$ cat src/rtl/core/mavg_pkg.sv
// Shared widths, types and constants for the moving average filter.
`default_nettype none

package mavg_pkg;

  localparam int MAX_WINDOW = 1024;
  localparam int SAMPLE_W   = 32;
  localparam int ADDR_W     = $clog2(MAX_WINDOW);
  localparam int WIN_W      = ADDR_W + 1;
  localparam int SUM_W      = SAMPLE_W + ADDR_W;
  localparam int DIV_CNT_W  = $clog2(SUM_W);

  typedef logic signed [SAMPLE_W-1:0] sample_t;
  typedef logic signed [SUM_W-1:0]    sum_t;
  typedef logic        [WIN_W-1:0]    win_t;
  typedef logic        [ADDR_W-1:0]   addr_t;

  // Divider status seen by the top level.
  typedef struct packed {
    logic busy;  // running or holding a quotient
    logic done;  // quotient ready to be taken
  } div_stat_t;

endpackage

`default_nettype wire

$ cat src/rtl/core/mavg_div.sv
// Restoring divider, one quotient bit per cycle, truncating toward zero.
`default_nettype none

module mavg_div
  import mavg_pkg::*;
(
  input  wire logic      clk,
  input  wire logic      rst_n,
  input  wire logic      start,
  input  wire sum_t      dividend,
  input  wire win_t      divisor,
  input  wire logic      take,
  output div_stat_t      stat,
  output sample_t        quotient
);

  localparam logic [1:0] ST_IDLE = 2'd0;
  localparam logic [1:0] ST_RUN  = 2'd1;
  localparam logic [1:0] ST_HOLD = 2'd2;

  localparam logic [DIV_CNT_W-1:0] LAST_STEP = DIV_CNT_W'(SUM_W - 1);

  logic [1:0]           state_r, state_nxt;
  logic [DIV_CNT_W-1:0] cnt_r, cnt_nxt;
  logic [SUM_W-1:0]     dvd_r, dvd_nxt;    // magnitude, becomes quotient
  logic [WIN_W-1:0]     rem_r, rem_nxt;
  win_t                 dvs_r, dvs_nxt;
  logic                 neg_r, neg_nxt;

  logic [WIN_W:0]       rem_sh;
  logic [WIN_W:0]       rem_sub;
  logic                 fits;
  logic [SUM_W-1:0]     q_signed;

  assign rem_sh  = {rem_r, dvd_r[SUM_W-1]};
  assign rem_sub = rem_sh - {1'b0, dvs_r};
  assign fits    = (rem_sh >= {1'b0, dvs_r});

  always_comb begin
    state_nxt = state_r;
    cnt_nxt   = cnt_r;
    dvd_nxt   = dvd_r;
    rem_nxt   = rem_r;
    dvs_nxt   = dvs_r;
    neg_nxt   = neg_r;
    unique case (state_r)
      ST_IDLE: begin
        if (start) begin
          neg_nxt   = dividend[SUM_W-1];
          dvd_nxt   = dividend[SUM_W-1] ? (~dividend + 1'b1) : dividend;
          dvs_nxt   = divisor;
          rem_nxt   = '0;
          cnt_nxt   = '0;
          state_nxt = ST_RUN;
        end
      end
      ST_RUN: begin
        // remainder stays below the divisor, so it fits in WIN_W bits
        rem_nxt = fits ? rem_sub[WIN_W-1:0] : rem_sh[WIN_W-1:0];
        dvd_nxt = {dvd_r[SUM_W-2:0], fits};
        cnt_nxt = cnt_r + 1'b1;
        if (cnt_r == LAST_STEP) begin
          state_nxt = ST_HOLD;
        end
      end
      ST_HOLD: begin
        if (take) begin
          state_nxt = ST_IDLE;
        end
      end
      default: begin
        state_nxt = ST_IDLE;
      end
    endcase
  end

  always_ff @(posedge clk) begin
    if (!rst_n) begin
      state_r <= ST_IDLE;
    end else begin
      state_r <= state_nxt;
    end
    cnt_r <= cnt_nxt;
    dvd_r <= dvd_nxt;
    rem_r <= rem_nxt;
    dvs_r <= dvs_nxt;
    neg_r <= neg_nxt;
  end

  assign q_signed  = neg_r ? (~dvd_r + 1'b1) : dvd_r;
  assign quotient  = q_signed[SAMPLE_W-1:0];
  assign stat.busy = (state_r != ST_IDLE);
  assign stat.done = (state_r == ST_HOLD);

endmodule

`default_nettype wire

$ cat config.mk
export PLATFORM = sky130hd
export DESIGN_NAME = mavg_div
export DESIGN_NICKNAME = d
export VERILOG_FILES = /design/src/rtl/core/mavg_pkg.sv /design/src/rtl/core/mavg_div.sv
export SDC_FILE = /design/constraint.sdc
export NUM_CORES = 1
export LEC_CHECK = 0
export BUFFER_PORTS_ARGS = -buffer_cell sky130_fd_sc_hd__clkbuf_2
export CAP_MARGIN = 40
export CORE_MARGIN = 4
export CORE_UTILIZATION = 30
export CTS_BUF_LIST = sky130_fd_sc_hd__clkbuf_8 sky130_fd_sc_hd__clkbuf_16
export DETAILED_ROUTE_END_ITERATION = 10
export GPL_TIMING_DRIVEN = 0
export HOLD_SLACK_MARGIN = 0.05
export PLACE_DENSITY_LB_ADDON = 0.25
export SYNTH_ARGS = -nofsm -noshare
export SYNTH_HDL_FRONTEND = slang
export SYNTH_SLANG_ARGS = --single-unit
export TNS_END_PERCENT = 50
$ cat constraint.sdc
create_clock -name clk -period 7.42 [get_ports clk]
set_input_delay 0 -clock clk [delete_from_list [all_inputs] [get_ports clk]]
set_output_delay 0 -clock clk [all_outputs]
set_load 0.02 [all_outputs]
* Word-level counts from Yosys, hierarchy flattened
Index checks and enable logic that the tools add are counted.
Word-level totals: register bits after elaboration 73, bits in latches 0, bits in writable memories 0, memory bits (read-only) 0, bits of input ports 57, output and inout port bits 34, logic and storage cells 38, memories kept 0
Cells by class: $add $sub $neg 4, multiply operators 0, div/mod/pow operators 0, $lt $le $gt $ge 1, eq/ne operators 6, shift operators 0, muxes and demuxes 13, bitwise logic cells 2, reductions and logical operators 6
Operators with widths (count):
- 2-to-1 mux 42 bit | 2
- one-hot mux 42 bit (2 select lines) | 1
- adder 42 x 1 -> 42 bit, second input constant | 1
- NOT 42 bit | 1
- adder 32 x 1 -> 32 bit, second input constant | 1
- 2-to-1 mux 32 bit | 1
- NOT 32 bit | 1
- 2-to-1 mux 11 bit | 2
- one-hot mux 11 bit (2 select lines) | 1
- greater-or-equal comparator 12 x 11 -> 1 bit | 1
- one-hot mux 6 bit (2 select lines) | 1
- subtractor 11 bit | 1
- adder 6 x 1 -> 6 bit, second input constant | 1
- == test 6 bit, second input constant | 1
- 2-to-1 mux 2 bit | 3
- 2-to-1 mux 6 bit | 1
- inequality test 2 bit, second input constant | 3
- one-hot mux 2 bit (3 select lines) | 1
- AND reduction 2 bit | 2
- nonzero test 2 bit | 2
- AND reduction 3 bit | 1
- == test 2 x 1 -> 1 bit, second input constant | 1
- == test 2 bit, second input constant | 1
- zero test 2 bit | 1

* Longest topological paths before layout
depth in word-level cells 5, mapped depth 10, gate-level depth less buffers 9

* Worst setup path before layout
OpenSTA, ideal clock, no wires.
kind reg-to-reg, start point reg state_r[1], end point reg cnt_r[0] (enable), arrival 2.015 ns, required time 6.764 ns, slack 4.749 ns, cell stages (with the launch flop) 5, buffers on the path 2, path through dfxtp_1 > nand2b_1 > clkbuf_1 > clkbuf_1 > nand2_1
On the way: word-level cells in the longest chain between the ends 3
RTL lines:
- start: declaration | RTL line mavg_div.sv:23 | logic [1:0] state_r, state_nxt;
- start signal: assignment | RTL line mavg_div.sv:81 | state_r <= state_nxt;
- == test 2 x 1 -> 1 bit / zero test 2 bit (equally long branches) | RTL line mavg_div.sv:46 | unique case (state_r)
- nonzero test 2 bit (no source line) / inequality test 2 bit (equally long branches)
- AND reduction 2 bit (no source line) (*)
- end signal: assignment | RTL line mavg_div.sv:83 | cnt_r <= cnt_nxt;
- end: declaration | RTL line mavg_div.sv:24 | logic [DIV_CNT_W-1:0] cnt_r, cnt_nxt;
Every way passes the cells marked *; elsewhere a longest branch is shown, timed or not. A chain may end at the register's enable or synchronous reset.

* Worst setup path in the final report
start point reg dvd_r[17], end point out quotient[31]
On the way: word-level cells in the longest chain between the ends 3
RTL lines:
- start: declaration | RTL line mavg_div.sv:25 | logic [SUM_W-1:0] dvd_r, dvd_nxt;
- start signal: assignment | RTL line mavg_div.sv:84 | dvd_r <= dvd_nxt;
- NOT 32 bit | RTL line mavg_div.sv:90 | assign q_signed = neg_r ? (~dvd_r + 1'b1) : dvd_r;
- adder 32 x 1 -> 32 bit | RTL line mavg_div.sv:90
- 2-to-1 mux 32 bit | RTL line mavg_div.sv:90
- end: declaration | RTL line mavg_div.sv:14 | output sample_t quotient
No other way between the ends.

==> results.cfg <==
[place]
placed_cells = 823
place.gp.congestion = 0.825
portBuffers = 90
post_dp_cell_area_sq_um = 5690
dp_hpwl_microns = 10200

[route]
drt_first_iter_violations = 239
drtAntennaViolNets = 0
drc_errors = 0
drt-total-wl_microns = 13400
vias_per_cell = 5.00
drt_pass1_iterations = 5
routedWlPerCell_microns = 15.6
vias = 4281

[synthesis]
synth_top_area_share = 0.429
synth_top_family_by_area = simple AND/OR/NAND/NOR gates
synth_ff_type = edfxtp_1
yosysWarnings = 0
ys_async_sr_fraction = 0
yosys.area_share.adder = 0.0418
synth_area_sq_um = 4960
syn_area_per_cell_sq_um = 9.60
synth_nets = 590
netlist_top_cells_area = edfxtp_1 (43%), xnor2_1 (6.9%), xor2_1 (6.9%), o21ai_0 (6.4%), nand2_1 (4.6%)
synth-simple-area-share = 0.170
synthMuxAreaShare = 0.0144
synth-xor-area-share = 0.138
synth_compound_area_frac = 0.164
yosysSeqAreaShare = 0.438
synth_area_leader_cell = edfxtp_1
synth_edf_count = 71
ys_seq_elements = 73
netlist_instances = 517
ys_types = 45

[cts]
cts_tree = yes
cts_buffers = 9
cts_setup_buffers = 0
root_buffer = clkbuf_16
clk_pin_slew_ns = 0.06
htree_levels = 3
postCtsResizedCells = 0
cts_buffer_depth = 2
clock_latency_ns = 0.33
cts.sinks = 73
cts_hold_buffers = 17

[grt]
grt_use_total = 0.144
grt_pass1_wl_microns = 21000
grt-ovfl-total = 0
grt_pass1_vias = 4196
antenna_found_initial = 0
grt_max_degree = 60

[timing]
tns_ns = 0
hold_viol = 0
fin_crit_ns = 3.37
tightest_slew_ns = 0.811
rsz0062_at_grt = false
period_share = 0.455
max_freq_mhz = 296
slew_violations = 0
finClkSkew_ns = 0.00759
slew_headroom = 0.459
setup_violations = 0

[critical_path]
arrival_ns = 3.37
worstSetupPathType = flip-flop to output port
endpoint_kind = output port
worstSetupStartpointType = flip-flop
cp_max_fo = 5
cp.required_ns = 7.42

[cells_and_area]
fill_cells = 1650
nNetsFinal = 708
fin_area_sq_um = 6120
drive_gt1_frac = 0.186
area_growth_pct = 23.3
layout.cells.non_filler = 856
diodes = 0
postLayoutCoreUtil = 0.381

[run]
max_cap_violations = 0

[pwr]
power_w = 0.00151
ir_drop_mv = 0.110
powerDensity_nw_per_um2 = 247
p_leak_nw = 2.33

[die]
dieArea_sq_um = 18700
die_w_microns = 137
core_area_sq_um = 16100
initial_core_util = 0.309
fp-row-count = 46
die_h_microns = 137
io_pins = 91

[worst_hold_path]
hold_class = primary input to flip-flop

[run_status]
status = completed
-- worst paths after layout --
| kind | start | endpoint | slack, ns | cells after the start |
|---|---|---|---|---|
| worst max-delay path | dvd_r[17] | quotient[31] | 4.05 | 7 |
| worst min-delay path | dividend[20] | dvd_r[20] | 0.07 | 3 |
| worst max register to register | dvd_r[41] | rem_r[8] | 4.26 | 10 |
| worst min register to register | dvd_r[40] | dvd_r[41] | 0.54 | 2 |
-- metrics by stage --
step                setup WS [ns]  hold WS (ns)
floorplan                    4.75        0.0989
global placement             3.51         0.177
detailed placement           4.25         0.179
CTS                          4.04        0.0580
global route                 3.96        0.0816
finish                       4.05        0.0741
-- synthesized netlist by cell type, types with 2 or more instances --
library cell   n
or2_2          3
nand3_1       10
buf_1          2
a21oi_1       16
xnor2_1       39
a21boi_0       3
nand4b_1       2
clkbuf_1      17
or4_1          9
nand2b_1       3
nand4_1        4
edfxtp_1      71
nor3_1         5
o41ai_2        2
o41ai_1       11
o21a_1         2
o31ai_1       18
o21ai_0       63
inv_1         24
or4_4          5
nand2_1       61
or3_1          9
a211oi_1       5
dfxtp_1        2
nor4_1         6
nor2_1        41
ha_1          15
o21ai_1        2
o22ai_1        2
nor2b_1        7
xor2_1        39
mux2i_1        6
-- flip-flops by register name (all words and copies together), names as in the netlist --
| signal | cells |
|---|---|
| dvd_r | 42 |
| dvs_r | 11 |
| rem_r | 11 |
| cnt_r | 6 |
| state_r | 2 |
| neg_r | 1 |
-- power breakdown --
part           leakage [nW]  switching [W]  total (W)  internal [W]
sequential            0.717      0.0000641   0.000623      0.000559
combinational          1.48       0.000309   0.000503      0.000194
clock                 0.140       0.000163   0.000383      0.000220
-- worst max-delay path, stage by stage (launching register included) --
cell	delay [ns]
edfxtp_1	0.47
or4_4	0.56
or4_1	0.46
nor4_1	0.37
nand3_1	0.34
o31ai_1	0.47
xnor2_1	0.17
clkbuf_2	0.19
-- layer usage --
layer	global-route usage	up-vias	wire length (microns)
met4	0.0538	0	270
met1	0.195	2006	6220
li1	-	2121	-
met2	0.231	134	6080
met3	0.0246	20	803
met5	0	-	0
-- kinds of logic after synthesis --
| family | Yosys count |
|---|---|
| buf+inv | 45 |
| xor+xnor | 78 |
| mux | 7 |
| flops | 73 |
| simple gates | 169 |
| fa+ha+maj | 16 |
| compound gates | 129 |
-- cell usage in the layout, fill, tap and decap left out, drive strengths merged, types with 4 or more instances in the layout --
master,count
clkbuf,116
edfxtp,71
o21ai,65
nand2,61
nor2,41
xnor2,39
xor2,39
inv,28
o31ai,19
dlygate4sd3,17
a21oi,16
ha,15
or4,14
o41ai,13
nand3,10
or3,9
nor2b,7
nor4,7
mux2i,6
nor3,5
a211oi,5
nand4,4
buf,4
-- area by class of cell --
type | count | area [sq um] | share of cell area
Buffer | 21 | 83.8 | 0.0137
Multi-Input combinational cell | 399 | 2630 | 0.429
Inverter | 24 | 90.1 | 0.0147
Clock inverter | 7 | 32.5 | 0.00531
Sequential cell | 73 | 2170 | 0.355
Timing Repair Buffer | 107 | 621 | 0.101
Clock buffer | 9 | 225 | 0.0368
Tap cell | 216 | 270 | 0.0442
(Power assumes the default switching activity.)
